**src/rtl/prsr_pkg.sv**
```systemverilog
`timescale 1ns / 1ps
`default_nettype none

package prsr_pkg;

  // Frame layout
  localparam logic [7:0] LEN_BYTE_POS = 8'd25;
  localparam logic [7:0] SSID_START   = 8'd26;
  localparam logic [7:0] OFF_MAX      = 8'd255;

  // Frame-control low byte: type in bits 3:2, subtype in bits 7:4
  localparam logic [1:0] TYPE_MGMT     = 2'h0;
  localparam logic [3:0] SUBTYPE_PROBE = 4'h4;

  // Stored length saturates to fit the 6-bit length field
  localparam logic [5:0] LEN_MAX = 6'd63;

  // Running SSID byte sum, reduced by reciprocal multiplication at frame end
  localparam int SUM_W = 16;

  // Result kinds
  localparam logic [1:0] KIND_RECORDED = 2'd0;
  localparam logic [1:0] KIND_IGNORED  = 2'd1;
  localparam logic [1:0] KIND_READ     = 2'd2;

  typedef enum logic [2:0] {
    ST_IDLE,
    ST_READ,
    ST_CHECK,
    ST_DIV,
    ST_COPY_RD,
    ST_COPY_WR,
    ST_FINISH,
    ST_PUT
  } prsr_state_t;

  typedef struct packed {
    logic accept;
    logic res_read;
    logic res_ignore;
    logic div_start;
    logic div_step;
    logic copy_rd;
    logic copy_wr;
    logic res_record;
    logic out_load;
  } prsr_cmd_t;

  typedef struct packed {
    logic keep_ok;
    logic div_last;
    logic copy_last;
    logic out_free;
  } prsr_sts_t;

endpackage

`default_nettype wire

```
**src/rtl/prsr_if.sv**
```systemverilog
`timescale 1ns / 1ps
`default_nettype none

interface prsr_in_if;
  logic       valid;
  logic       ready;
  logic       command;
  logic [7:0] byte_value;
  logic       last_byte;
  logic [3:0] read_slot;
  logic [4:0] read_position;

  modport source (output valid, command, byte_value, last_byte, read_slot, read_position,
                  input ready);
  modport sink   (input valid, command, byte_value, last_byte, read_slot, read_position,
                  output ready);
endinterface

interface prsr_out_if;
  logic       valid;
  logic       ready;
  logic [1:0] kind;
  logic [3:0] slot;
  logic [7:0] data;
  logic [5:0] length;

  modport source (output valid, kind, slot, data, length, input ready);
  modport sink   (input valid, kind, slot, data, length, output ready);
endinterface

`default_nettype wire

```
**src/rtl/prsr_ram.sv**
```systemverilog
`timescale 1ns / 1ps
`default_nettype none

module prsr_ram #(
  parameter int WIDTH = 8,
  parameter int DEPTH = 32
) (
  input  wire logic                                   clk,
  input  wire logic                                   we,
  input  wire logic [((DEPTH > 1) ? $clog2(DEPTH) : 1)-1:0] waddr,
  input  wire logic [WIDTH-1:0]                       wdata,
  input  wire logic                                   re,
  input  wire logic [((DEPTH > 1) ? $clog2(DEPTH) : 1)-1:0] raddr,
  output logic      [WIDTH-1:0]                       rdata
);

  logic [WIDTH-1:0] mem_r [DEPTH];
  logic [WIDTH-1:0] rdata_r;

  always_ff @(posedge clk) begin
    if (we) begin
      mem_r[waddr] <= wdata;
    end
    if (re) begin
      rdata_r <= mem_r[raddr];
    end
  end

  assign rdata = rdata_r;

endmodule

`default_nettype wire

```
**src/rtl/prsr_ctrl.sv**
```systemverilog
`timescale 1ns / 1ps
`default_nettype none

module prsr_ctrl (
  input  wire logic                clk,
  input  wire logic                rst_n,
  input  wire logic                in_valid,
  input  wire logic                in_command,
  input  wire logic                in_last,
  output logic                     in_ready,
  input  wire prsr_pkg::prsr_sts_t sts,
  output prsr_pkg::prsr_cmd_t      cmd
);

  prsr_pkg::prsr_state_t state_r, state_nxt;
  logic accept;

  assign in_ready = (state_r == prsr_pkg::ST_IDLE);
  assign accept   = in_valid && in_ready;

  always_ff @(posedge clk) begin
    if (!rst_n) begin
      state_r <= prsr_pkg::ST_IDLE;
    end else begin
      state_r <= state_nxt;
    end
  end

  always_comb begin
    state_nxt = state_r;
    case (state_r)
      prsr_pkg::ST_IDLE: begin
        if (accept) begin
          if (in_command) begin
            state_nxt = prsr_pkg::ST_READ;
          end else if (in_last) begin
            state_nxt = prsr_pkg::ST_CHECK;
          end
        end
      end
      prsr_pkg::ST_READ:    state_nxt = prsr_pkg::ST_PUT;
      prsr_pkg::ST_CHECK: begin
        state_nxt = sts.keep_ok ? prsr_pkg::ST_DIV : prsr_pkg::ST_PUT;
      end
      prsr_pkg::ST_DIV: begin
        if (sts.div_last) begin
          state_nxt = prsr_pkg::ST_COPY_RD;
        end
      end
      prsr_pkg::ST_COPY_RD: state_nxt = prsr_pkg::ST_COPY_WR;
      prsr_pkg::ST_COPY_WR: begin
        state_nxt = sts.copy_last ? prsr_pkg::ST_FINISH : prsr_pkg::ST_COPY_RD;
      end
      prsr_pkg::ST_FINISH:  state_nxt = prsr_pkg::ST_PUT;
      prsr_pkg::ST_PUT: begin
        if (sts.out_free) begin
          state_nxt = prsr_pkg::ST_IDLE;
        end
      end
      default:              state_nxt = prsr_pkg::ST_IDLE;
    endcase
  end

  always_comb begin
    cmd = '0;
    case (state_r)
      prsr_pkg::ST_IDLE:    cmd.accept   = accept;
      prsr_pkg::ST_READ:    cmd.res_read = 1'b1;
      prsr_pkg::ST_CHECK: begin
        if (sts.keep_ok) begin
          cmd.div_start = 1'b1;
        end else begin
          cmd.res_ignore = 1'b1;
        end
      end
      prsr_pkg::ST_DIV:     cmd.div_step   = 1'b1;
      prsr_pkg::ST_COPY_RD: cmd.copy_rd    = 1'b1;
      prsr_pkg::ST_COPY_WR: cmd.copy_wr    = 1'b1;
      prsr_pkg::ST_FINISH:  cmd.res_record = 1'b1;
      prsr_pkg::ST_PUT:     cmd.out_load   = sts.out_free;
      default:              cmd = '0;
    endcase
  end

endmodule

`default_nettype wire

```
**src/rtl/prsr_dpath.sv**
```systemverilog
`timescale 1ns / 1ps
`default_nettype none

module prsr_dpath #(
  parameter int SLOTS      = 16,
  parameter int SSID_BYTES = 33
) (
  input  wire logic                clk,
  input  wire logic                rst_n,
  input  wire prsr_pkg::prsr_cmd_t cmd,
  output prsr_pkg::prsr_sts_t      sts,
  input  wire logic                in_command,
  input  wire logic [7:0]          in_byte_value,
  input  wire logic [3:0]          in_read_slot,
  input  wire logic [4:0]          in_read_position,
  output logic                     out_valid,
  input  wire logic                out_ready,
  output logic [1:0]               out_kind,
  output logic [3:0]               out_slot,
  output logic [7:0]               out_data,
  output logic [5:0]               out_length
);

  localparam int KEEP = SSID_BYTES - 1;
  localparam int RW   = (SLOTS > 1) ? $clog2(SLOTS) : 1;
  localparam int PW   = (KEEP > 1) ? $clog2(KEEP) : 1;
  localparam int AW   = RW + PW;
  localparam logic [8:0]  SLOTS_9 = SLOTS[8:0];
  localparam logic [7:0]  KEEP_V  = KEEP[7:0];

  // Reciprocal of SLOTS, rounded up, exact for every sum below 2**SUM_W
  localparam int RECIP_SH = prsr_pkg::SUM_W + RW;
  localparam int RECIP_W  = prsr_pkg::SUM_W + 2;
  localparam int PROD_W   = prsr_pkg::SUM_W + RECIP_W;
  localparam logic [RECIP_W-1:0] RECIP = RECIP_W'((2 ** RECIP_SH + SLOTS - 1) / SLOTS);
  localparam logic [RW-1:0]      SLOTS_LO = SLOTS[RW-1:0];

  // Frame state
  logic [7:0]                   off_r, fc_r, ssid_len_r, seen_r;
  logic [prsr_pkg::SUM_W-1:0]   sum_r;
  logic                         frame_acc, ssid_byte, frame_clr;

  // Remainder and copy sequencing
  logic [RW-1:0]     rem_r;
  logic [PROD_W-1:0] recip_prod;
  logic [RW-1:0]     quo_lo, quo_lo_r;
  logic [2*RW-1:0]   quo_mul;
  logic [RW-1:0]     rem_nxt;
  logic              div_cnt_r;
  logic [PW-1:0]     copy_idx_r;
  logic [7:0]        keep_r, keep_nxt;
  logic [5:0]        stored_len;

  // Slot lengths and read latch
  logic [5:0] slot_len_r [SLOTS];
  logic       read_acc, slot_in;
  logic [5:0] len_sel;
  logic [3:0] rd_slot_r;
  logic [5:0] rd_len_r;
  logic       rd_ok_r;

  // Result and output registers
  logic [1:0] res_kind_r;
  logic [3:0] res_slot_r;
  logic [7:0] res_data_r;
  logic [5:0] res_len_r;
  logic       out_valid_r;
  logic [1:0] out_kind_r;
  logic [3:0] out_slot_r;
  logic [7:0] out_data_r;
  logic [5:0] out_len_r;

  // Memory ports
  logic          stg_we;
  logic [7:0]    stg_rdata, tbl_rdata;
  logic [AW-1:0] tbl_raddr, tbl_waddr;

  assign frame_acc = cmd.accept && !in_command;
  assign read_acc  = cmd.accept && in_command;
  assign frame_clr = cmd.res_ignore || cmd.res_record;
  assign ssid_byte = (off_r >= prsr_pkg::SSID_START) && (seen_r < ssid_len_r);
  assign stg_we    = frame_acc && ssid_byte && (seen_r < KEEP_V);

  always_ff @(posedge clk) begin
    if (!rst_n) begin
      off_r      <= '0;
      fc_r       <= '0;
      ssid_len_r <= '0;
      seen_r     <= '0;
      sum_r      <= '0;
    end else if (frame_clr) begin
      off_r      <= '0;
      fc_r       <= '0;
      ssid_len_r <= '0;
      seen_r     <= '0;
      sum_r      <= '0;
    end else if (frame_acc) begin
      if (off_r == 8'd0) begin
        fc_r <= in_byte_value;
      end else if (off_r == prsr_pkg::LEN_BYTE_POS) begin
        ssid_len_r <= in_byte_value;
      end else if (ssid_byte) begin
        sum_r  <= sum_r + prsr_pkg::SUM_W'(in_byte_value);
        seen_r <= seen_r + 8'd1;
      end
      if (off_r != prsr_pkg::OFF_MAX) begin
        off_r <= off_r + 8'd1;
      end
    end
  end

  assign sts.keep_ok = (fc_r[3:2] == prsr_pkg::TYPE_MGMT)
                    && (fc_r[7:4] == prsr_pkg::SUBTYPE_PROBE)
                    && (off_r >= prsr_pkg::SSID_START)
                    && (seen_r == ssid_len_r)
                    && (ssid_len_r != 8'd0);

  // Remainder of the byte sum by SLOTS in two steps: take the low quotient bits
  // from the reciprocal product, then subtract quotient times SLOTS modulo 2**RW
  assign recip_prod = PROD_W'(sum_r) * PROD_W'(RECIP);
  assign quo_lo     = recip_prod[RECIP_SH +: RW];
  assign quo_mul    = (2*RW)'(quo_lo_r) * (2*RW)'(SLOTS_LO);
  assign rem_nxt    = sum_r[RW-1:0] - quo_mul[RW-1:0];
  assign keep_nxt   = (ssid_len_r > KEEP_V) ? KEEP_V : ssid_len_r;
  assign stored_len = (keep_r > 8'(prsr_pkg::LEN_MAX)) ? prsr_pkg::LEN_MAX : keep_r[5:0];

  always_ff @(posedge clk) begin
    if (cmd.div_start) begin
      div_cnt_r  <= 1'b1;
      copy_idx_r <= '0;
      keep_r     <= keep_nxt;
    end else begin
      if (cmd.div_step) begin
        if (div_cnt_r) begin
          quo_lo_r <= quo_lo;
        end else begin
          rem_r <= rem_nxt;
        end
        div_cnt_r <= 1'b0;
      end
      if (cmd.copy_wr) begin
        copy_idx_r <= copy_idx_r + PW'(1);
      end
    end
  end

  assign sts.div_last  = !div_cnt_r;
  assign sts.copy_last = (8'(copy_idx_r) == (keep_r - 8'd1));

  prsr_ram #(
    .WIDTH (8),
    .DEPTH (2 ** PW)
  ) u_stage_ram (
    .clk   (clk),
    .we    (stg_we),
    .waddr (seen_r[PW-1:0]),
    .wdata (in_byte_value),
    .re    (cmd.copy_rd),
    .raddr (copy_idx_r),
    .rdata (stg_rdata)
  );

  assign tbl_waddr = {rem_r, copy_idx_r};
  assign tbl_raddr = {RW'(in_read_slot), PW'(in_read_position)};

  prsr_ram #(
    .WIDTH (8),
    .DEPTH (2 ** AW)
  ) u_table_ram (
    .clk   (clk),
    .we    (cmd.copy_wr),
    .waddr (tbl_waddr),
    .wdata (stg_rdata),
    .re    (read_acc),
    .raddr (tbl_raddr),
    .rdata (tbl_rdata)
  );

  // Slot lengths gate every table read, so the table itself needs no clear
  always_ff @(posedge clk) begin
    if (!rst_n) begin
      for (int i = 0; i < SLOTS; i++) begin
        slot_len_r[i] <= '0;
      end
    end else if (cmd.res_record) begin
      slot_len_r[rem_r] <= stored_len;
    end
  end

  assign slot_in = (9'(in_read_slot) < SLOTS_9);
  assign len_sel = slot_in ? slot_len_r[RW'(in_read_slot)] : 6'd0;

  always_ff @(posedge clk) begin
    if (read_acc) begin
      rd_slot_r <= in_read_slot;
      rd_len_r  <= len_sel;
      rd_ok_r   <= slot_in && (6'(in_read_position) < len_sel)
                && (8'(in_read_position) < KEEP_V);
    end
  end

  always_ff @(posedge clk) begin
    if (cmd.res_read) begin
      res_kind_r <= prsr_pkg::KIND_READ;
      res_slot_r <= rd_slot_r;
      res_data_r <= rd_ok_r ? tbl_rdata : 8'd0;
      res_len_r  <= rd_len_r;
    end else if (cmd.res_ignore) begin
      res_kind_r <= prsr_pkg::KIND_IGNORED;
      res_slot_r <= '0;
      res_data_r <= '0;
      res_len_r  <= '0;
    end else if (cmd.res_record) begin
      res_kind_r <= prsr_pkg::KIND_RECORDED;
      res_slot_r <= 4'(rem_r);
      res_data_r <= '0;
      res_len_r  <= stored_len;
    end
  end

  assign sts.out_free = !out_valid_r || out_ready;

  always_ff @(posedge clk) begin
    if (!rst_n) begin
      out_valid_r <= 1'b0;
    end else if (cmd.out_load) begin
      out_valid_r <= 1'b1;
    end else if (out_ready) begin
      out_valid_r <= 1'b0;
    end
  end

  always_ff @(posedge clk) begin
    if (cmd.out_load) begin
      out_kind_r <= res_kind_r;
      out_slot_r <= res_slot_r;
      out_data_r <= res_data_r;
      out_len_r  <= res_len_r;
    end
  end

  assign out_valid  = out_valid_r;
  assign out_kind   = out_kind_r;
  assign out_slot   = out_slot_r;
  assign out_data   = out_data_r;
  assign out_length = out_len_r;

endmodule

`default_nettype wire

```
**src/rtl/probe_request_ssid_recorder_unit.sv**
```systemverilog
`timescale 1ns / 1ps
`default_nettype none

// Channel  Dir  Handshake      Beat contents
// in_ch    in   valid / ready  command, byte_value, last_byte, read_slot, read_position
// out_ch   out  valid / ready  kind, slot, data, length
//
// A frame byte that is not the last leaves the block idle; the next beat is taken right after.
// A read command runs in three steps: accept with table RAM read, result staging, load.
// A last frame byte is checked and, for a frame that is ignored, goes straight to the load;
// a recorded one first takes the reciprocal-multiply remainder (sum mod SLOTS), then per
// stored SSID byte a staging RAM read followed by the table write, then finish and load.
// Reset clears the frame state and the slot lengths at once; no clearing pass is run.
// A result waits in the output register; only a new result stalls on out_ch.ready.

module probe_request_ssid_recorder_unit #(
  parameter int SLOTS      = 16,
  parameter int SSID_BYTES = 33
) (
  input  wire logic  clk,
  input  wire logic  rst_n,
  prsr_in_if.sink    in_ch,
  prsr_out_if.source out_ch
);

  prsr_pkg::prsr_cmd_t cmd;
  prsr_pkg::prsr_sts_t sts;

  // Sequencer: decides what the datapath does in each cycle
  prsr_ctrl u_ctrl (
    .clk        (clk),
    .rst_n      (rst_n),
    .in_valid   (in_ch.valid),
    .in_command (in_ch.command),
    .in_last    (in_ch.last_byte),
    .in_ready   (in_ch.ready),
    .sts        (sts),
    .cmd        (cmd)
  );

  // Frame tracking, staging RAM, SSID table, slot lengths and output register
  prsr_dpath #(
    .SLOTS      (SLOTS),
    .SSID_BYTES (SSID_BYTES)
  ) u_dpath (
    .clk              (clk),
    .rst_n            (rst_n),
    .cmd              (cmd),
    .sts              (sts),
    .in_command       (in_ch.command),
    .in_byte_value    (in_ch.byte_value),
    .in_read_slot     (in_ch.read_slot),
    .in_read_position (in_ch.read_position),
    .out_valid        (out_ch.valid),
    .out_ready        (out_ch.ready),
    .out_kind         (out_ch.kind),
    .out_slot         (out_ch.slot),
    .out_data         (out_ch.data),
    .out_length       (out_ch.length)
  );

  // A frame byte that ends nothing must leave the block ready for the next beat
  assert property (@(posedge clk) disable iff (!rst_n)
    (cmd.accept && !in_ch.command && !in_ch.last_byte) |=> in_ch.ready)
    else $error("block not ready after a mid-frame byte");

  // Never overwrite a result that is still waiting on the output
  assert property (@(posedge clk) disable iff (!rst_n)
    cmd.out_load |-> sts.out_free)
    else $error("output register overwritten");

  // Record a slot only right after the last staged byte was copied
  assert property (@(posedge clk) disable iff (!rst_n)
    cmd.res_record |-> $past(cmd.copy_wr && sts.copy_last))
    else $error("slot recorded before copy finished");

  // Every table write follows a staging RAM read
  assert property (@(posedge clk) disable iff (!rst_n)
    cmd.copy_wr |-> $past(cmd.copy_rd))
    else $error("table write without staged data");

endmodule

`default_nettype wire
```
**src/flat_wrapper.sv**
```systemverilog
// flat-port wrapper written by rule: the top's interface ports become plain ports
module probe_request_ssid_recorder_unit_flat 
#(
  parameter int SLOTS      = 16,
  parameter int SSID_BYTES = 33
)
  (clk, rst_n, in_ch_valid, in_ch_command, in_ch_byte_value, in_ch_last_byte, in_ch_read_slot, in_ch_read_position, in_ch_ready, out_ch_valid, out_ch_kind, out_ch_slot, out_ch_data, out_ch_length, out_ch_ready);
  prsr_in_if in_ch_i ();
  prsr_out_if out_ch_i ();
  input  wire logic clk;
  input  wire logic rst_n;
  input wire logic [$bits(in_ch_i.valid)-1:0] in_ch_valid;
  input wire logic [$bits(in_ch_i.command)-1:0] in_ch_command;
  input wire logic [$bits(in_ch_i.byte_value)-1:0] in_ch_byte_value;
  input wire logic [$bits(in_ch_i.last_byte)-1:0] in_ch_last_byte;
  input wire logic [$bits(in_ch_i.read_slot)-1:0] in_ch_read_slot;
  input wire logic [$bits(in_ch_i.read_position)-1:0] in_ch_read_position;
  output wire logic [$bits(in_ch_i.ready)-1:0] in_ch_ready;
  output wire logic [$bits(out_ch_i.valid)-1:0] out_ch_valid;
  output wire logic [$bits(out_ch_i.kind)-1:0] out_ch_kind;
  output wire logic [$bits(out_ch_i.slot)-1:0] out_ch_slot;
  output wire logic [$bits(out_ch_i.data)-1:0] out_ch_data;
  output wire logic [$bits(out_ch_i.length)-1:0] out_ch_length;
  input wire logic [$bits(out_ch_i.ready)-1:0] out_ch_ready;
  assign in_ch_i.valid = in_ch_valid;
  assign in_ch_i.command = in_ch_command;
  assign in_ch_i.byte_value = in_ch_byte_value;
  assign in_ch_i.last_byte = in_ch_last_byte;
  assign in_ch_i.read_slot = in_ch_read_slot;
  assign in_ch_i.read_position = in_ch_read_position;
  assign in_ch_ready = in_ch_i.ready;
  assign out_ch_valid = out_ch_i.valid;
  assign out_ch_kind = out_ch_i.kind;
  assign out_ch_slot = out_ch_i.slot;
  assign out_ch_data = out_ch_i.data;
  assign out_ch_length = out_ch_i.length;
  assign out_ch_i.ready = out_ch_ready;
  probe_request_ssid_recorder_unit #(.SLOTS(SLOTS), .SSID_BYTES(SSID_BYTES)) u_core (.clk(clk), .rst_n(rst_n), .in_ch(in_ch_i), .out_ch(out_ch_i));
endmodule
```
**config.mk**
```make
export PLATFORM = sky130hd
export DESIGN_NAME = probe_request_ssid_recorder_unit_flat
export DESIGN_NICKNAME = d
export VERILOG_FILES = /design/src/rtl/prsr_pkg.sv /design/src/rtl/prsr_if.sv /design/src/rtl/prsr_ram.sv /design/src/rtl/prsr_ctrl.sv /design/src/rtl/prsr_dpath.sv /design/src/rtl/probe_request_ssid_recorder_unit.sv /design/src/flat_wrapper.sv
export SDC_FILE = /design/constraint.sdc
export NUM_CORES = 2
export LEC_CHECK = 0
export BUFFER_PORTS_ARGS = -buffer_cell sky130_fd_sc_hd__buf_2
export CAP_MARGIN = 10
export CELL_PAD_IN_SITES_DETAIL_PLACEMENT = 1
export CELL_PAD_IN_SITES_GLOBAL_PLACEMENT = 2
export CORE_MARGIN = 2
export CORE_UTILIZATION = 46
export CTS_CLUSTER_SIZE = 30
export DETAILED_ROUTE_END_ITERATION = 10
export GPL_TIMING_DRIVEN = 1
export PLACE_DENSITY_LB_ADDON = 0.1
export REMOVE_ABC_BUFFERS = 1
export SETUP_SLACK_MARGIN = 0.5
export SYNTH_ARGS = -nofsm -noshare
export SYNTH_HDL_FRONTEND = slang
export SYNTH_MEMORY_MAX_BITS = 65536
export SYNTH_SLANG_ARGS = --single-unit
```
**constraint.sdc**
```tcl
create_clock -name clk -period 8.1 [get_ports clk]
set_clock_uncertainty 0.05 [all_clocks]
set_input_delay 1.62 -clock clk [delete_from_list [all_inputs] [get_ports clk]]
set_output_delay 1.62 -clock clk [all_outputs]
set_load 0.005 [all_outputs]
```
==> run_summary.xml <==
<?xml version="1.0" encoding="UTF-8"?>
<metrics>
  <group name="outcome">
    <metric name="run_status" unit="">finished clean</metric>
  </group>
  <group name="clock_network">
    <metric name="clkTransAtPathRegs" unit="ns">0.06</metric>
    <metric name="clock_latency" unit="ns">1.01</metric>
    <metric name="cts_post_setup_buffers_inserted" unit="">0</metric>
    <metric name="cts-htree-levels" unit="">5</metric>
    <metric name="tritoncts_clock_tree" unit="">yes</metric>
    <metric name="cts-buffers-inserted" unit="">479</metric>
    <metric name="cts.sinks" unit="">4571</metric>
    <metric name="clock-root-buffer" unit="">sky130_fd_sc_hd__clkbuf_16</metric>
    <metric name="clockBufferDepth" unit="">4</metric>
    <metric name="hold_buf_count_cts" unit="">0</metric>
    <metric name="cts_repair_resize_count" unit="">0</metric>
  </group>
  <group name="power">
    <metric name="total_leakage_power" unit="nW">61.5</metric>
    <metric name="peakVddDrop" unit="mV">0.241</metric>
    <metric name="power_per_cell_area" unit="nW/um^2">272</metric>
    <metric name="design_power_total" unit="mW">54.2</metric>
  </group>
  <group name="placed_design">
    <metric name="detailed_place.area" unit="um^2">184000</metric>
    <metric name="buffer_ports.inserted" unit="">44</metric>
    <metric name="finalWeightedCongestion" unit="">0.799</metric>
    <metric name="dp.final_hpwl" unit="um">287000</metric>
  </group>
  <group name="floorplanning">
    <metric name="die_area" unit="um^2">391000</metric>
    <metric name="starting_utilization_of_the_core_area" unit="">0.461</metric>
    <metric name="floorplan.rows" unit="">228</metric>
    <metric name="boundaryPins" unit="">45</metric>
    <metric name="area_of_the_core" unit="um^2">385000</metric>
    <metric name="die_h" unit="um">625</metric>
    <metric name="floorplan.die.width" unit="um">625</metric>
  </group>
  <group name="finish">
    <metric name="proportion_of_layout_cells_with_a_drive_suffix_above_1" unit="">0.247</metric>
    <metric name="areaGrowthSynthToFinish" unit="%">12.1</metric>
    <metric name="layout.filler_cells" unit="">33300</metric>
    <metric name="sequential_cell_area" unit="um^2">137000</metric>
    <metric name="multi_input_logic_area" unit="um^2">38200</metric>
    <metric name="design.final.nets" unit="">8494</metric>
    <metric name="final_util" unit="">0.517</metric>
    <metric name="final_cell_area" unit="um^2">199000</metric>
  </group>
  <group name="timing">
    <metric name="finalWorstPathRequiredPeriod" unit="ns">5.29</metric>
    <metric name="fmax" unit="MHz">189</metric>
    <metric name="relSlewSlack" unit="">0.123</metric>
    <metric name="rsz0062_at_grt" unit="">no</metric>
    <metric name="final_min_period_over_clock_period" unit="">0.654</metric>
    <metric name="maxSlewViolCount" unit="">0</metric>
    <metric name="hold_violations" unit="">0</metric>
    <metric name="fin_hold_ws" unit="ns">0.375</metric>
    <metric name="fin_setup_tns" unit="ns">0</metric>
    <metric name="worst_margin_slew" unit="ns">1.32</metric>
    <metric name="setup-violations-final" unit="">0</metric>
  </group>
  <group name="routing">
    <metric name="totalWireLength" unit="um">480000</metric>
    <metric name="viasPerCell" unit="">6.06</metric>
    <metric name="ant_nets" unit="">0</metric>
    <metric name="drt_iter0_drc" unit="">8751</metric>
    <metric name="post-route-drc-count" unit="">0</metric>
    <metric name="avgRoutedWirePerCell" unit="um">34.4</metric>
    <metric name="dr_total_vias" unit="">84600</metric>
    <metric name="detailedRoute.firstPassIterationCount" unit="">5</metric>
  </group>
  <group name="global_routing">
    <metric name="grt_first_pass_wirelength" unit="um">686000</metric>
    <metric name="grt_antenna_before_repair" unit="">22</metric>
    <metric name="pin_count_of_the_biggest_net_entering_global_routing" unit="">184</metric>
    <metric name="groute.usage.overall" unit="">0.245</metric>
    <metric name="vias_in_the_first_global_route" unit="">89600</metric>
    <metric name="global_route.overflow_total" unit="">0</metric>
  </group>
  <group name="worst_hold_path">
    <metric name="hold_path_depth" unit="">0</metric>
    <metric name="hold_path_class" unit="">flip-flop to flip-flop</metric>
  </group>
  <group name="yosys">
    <metric name="number_of_distinct_library_cells_after_synthesis" unit="">61</metric>
    <metric name="synth_top_cell_area_share" unit="">0.765</metric>
    <metric name="synth_top_area_cell" unit="">sky130_fd_sc_hd__edfxtp_1</metric>
    <metric name="cell_count_after_synthesis" unit="">8240</metric>
    <metric name="async_reset_ff_frac" unit="">0</metric>
    <metric name="postSynthRegisterBits" unit="">4571</metric>
    <metric name="synth.cells.most_frequent" unit="">4525 x sky130_fd_sc_hd__edfxtp_1, 1133 x sky130_fd_sc_hd__mux4_2, 722 x sky130_fd_sc_hd__nor2_1, 247 x sky130_fd_sc_hd__clkbuf_1, 217 x sky130_fd_sc_hd__mux2i_1</metric>
    <metric name="postSynthAreaPerCell" unit="um^2">21.6</metric>
    <metric name="mappedNetlistArea" unit="um^2">178000</metric>
    <metric name="synth_enable_flop_cells" unit="">4525</metric>
    <metric name="synth-warning-count" unit="">0</metric>
    <metric name="yosys.cell_count.top_type" unit="">sky130_fd_sc_hd__edfxtp_1</metric>
    <metric name="synth_top_cells_by_area" unit="">sky130_fd_sc_hd__edfxtp_1 77%, sky130_fd_sc_hd__mux4_2 14%, sky130_fd_sc_hd__nor2_1 1.5%</metric>
    <metric name="synth.yosys.seq_area_share" unit="">0.770</metric>
    <metric name="ys_dominant_reg_cell" unit="">sky130_fd_sc_hd__edfxtp_1</metric>
  </group>
  <group name="worst_setup_path">
    <metric name="crit_cells" unit="">10</metric>
    <metric name="worst_path_dominant_cell_family" unit="">compound AO/OA/AOI/OAI gates</metric>
    <metric name="critPathBufInv" unit="">3</metric>
    <metric name="worst-path-max-fanout" unit="">67</metric>
    <metric name="slowest_delay" unit="ns">0.88</metric>
    <metric name="critical_path.endpoint_type" unit="">flip-flop</metric>
    <metric name="critical_path_class" unit="">primary input to flip-flop</metric>
    <metric name="r2r_cells" unit="">5</metric>
    <metric name="critical_path.cell_chain" unit="">buf_12 -&gt; buf_12 -&gt; buf_12 -&gt; mux4_2 -&gt; mux2_2 -&gt; o221ai_1 -&gt; a221oi_1 -&gt; a311oi_1 -&gt; nand3_1 -&gt; and3_1</metric>
    <metric name="crit_path_start_kind" unit="">primary input</metric>
    <metric name="critical_path.most_common_cell" unit="">sky130_fd_sc_hd__buf_12</metric>
    <metric name="critPathArrivalTime" unit="ns">6.00</metric>
    <metric name="critical-path-slowest-cell" unit="">sky130_fd_sc_hd__a311oi_1</metric>
    <metric name="cp_data_required_time" unit="ns">8.80</metric>
  </group>
  <group name="run">
    <metric name="timing.max_cap.violations" unit="">0</metric>
  </group>
</metrics>
==> area by class of cell <==
type / instances / share of cell area
repair buffers: 235 / 0.0109
flip-flops and latches: 4571 / 0.687
well taps: 5060 / 0.0318
multi-input cells: 3123 / 0.192
clock buffers: 592 / 0.0632
inverters: 32 / 0.000603
clock inverters: 297 / 0.0142
diodes: 40 / 0.000503
==> path summary, 6_finish.rpt <==
check                                                                 from                                           endpoint  slack [ns]
worst min register to register  u_core.u_dpath.res_data_r[2]$_SDFFCE_PN0P_               u_core.u_dpath.out_data[2]$_DFFE_PP_        0.37
worst min-delay path            u_core.u_dpath.res_data_r[2]$_SDFFCE_PN0P_               u_core.u_dpath.out_data[2]$_DFFE_PP_        0.37
worst max-delay path                                in_ch_read_position[0]      u_core.u_dpath.u_table_ram.rdata[3]$_DFFE_PP_        2.81
worst max register to register   u_core.u_dpath.copy_idx_r[4]$_SDFFE_PP0P_  u_core.u_dpath.u_table_ram.mem_r[52][1]$_DFFE_PP_        3.82
==> cells by family (layout without fill, tap and decap cells) <==
kind of cell    after synthesis  in the layout  synth area share
flops                      4571           4571             0.770
compound gates              573            573            0.0239
fa+ha+maj                    29             29           0.00209
xor+xnor                     17             17          0.000838
mux                        1445           1445             0.162
buf+inv                     547           1156            0.0161
other cells                   1             42         0.0000211
simple gates               1057           1057            0.0246
==> registers in the layout, indices dropped and copies added (netlist names), 8 cells and up <==
name / count
u_core.u_dpath.u_stage_ram.rdata: 8
u_core.u_dpath.off_r: 8
u_core.u_dpath.u_stage_ram.mem_r: 256
u_core.u_dpath.u_table_ram.mem_r: 4096
u_core.u_dpath.ssid_len_r: 8
u_core.u_dpath.slot_len_r: 96
u_core.u_dpath.out_data: 8
u_core.u_dpath.seen_r: 8
u_core.u_dpath.res_data_r: 8
u_core.u_dpath.keep_r: 8
u_core.u_dpath.u_table_ram.rdata: 8
==> through the flow <==
step | cells | worst slack (ns)
floorplan | 7726 | 0.457
global placement | 13000 | 1.62
detailed placement | 13000 | 1.84
CTS | 13900 | 2.92
global route | 13900 | 2.71
finish | 14000 | 2.81
==> power breakdown <==
| group | internal, mW | switching (mW) | total, mW | leakage, nW |
|---|---|---|---|---|
| combinational | 1.28 | 3.36 | 4.64 | 12.8 |
| sequential | 27.5 | 0.202 | 27.7 | 41.2 |
| clock | 12.5 | 9.26 | 21.8 | 7.51 |
| total | 41.4 | 12.8 | 54.2 | 61.5 |
==> worst register-to-register path, delay by kind of cell (launching register included) <==
family / cells / cell delay (ns)
buf+inv: 2 / 0.89
simple gates: 3 / 2.67
flops: 1 / 0.30
==> cells in the final DEF, fill, tap and decap left out, types with 49 or more instances in the layout <==
master and count:
sky130_fd_sc_hd__nor2_1 717, sky130_fd_sc_hd__o22a_1 73, sky130_fd_sc_hd__edfxtp_1 4525, sky130_fd_sc_hd__nand2_1 154, sky130_fd_sc_hd__mux2_2 95, sky130_fd_sc_hd__clkinv_1 109, sky130_fd_sc_hd__clkinv_2 93, sky130_fd_sc_hd__o21ai_0 138
sky130_fd_sc_hd__buf_4 151, sky130_fd_sc_hd__mux4_2 1133, sky130_fd_sc_hd__o221ai_1 90, sky130_fd_sc_hd__clkbuf_1 104, sky130_fd_sc_hd__clkbuf_16 486, sky130_fd_sc_hd__mux2i_1 217, sky130_fd_sc_hd__bufinv_16 49, sky130_fd_sc_hd__a221oi_1 91
==> layer usage <==
metal | GRT usage | up-vias | part of all wire
met5 | 0 | - | 0
met4 | 0.0635 | 0 | 0.027
met3 | 0.0394 | 605 | 0.058
met1 | 0.349 | 46400 | 0.42
met2 | 0.398 | 2576 | 0.49
li1 | - | 34900 | -
Note: power is estimated with default switching activity, not from simulation.
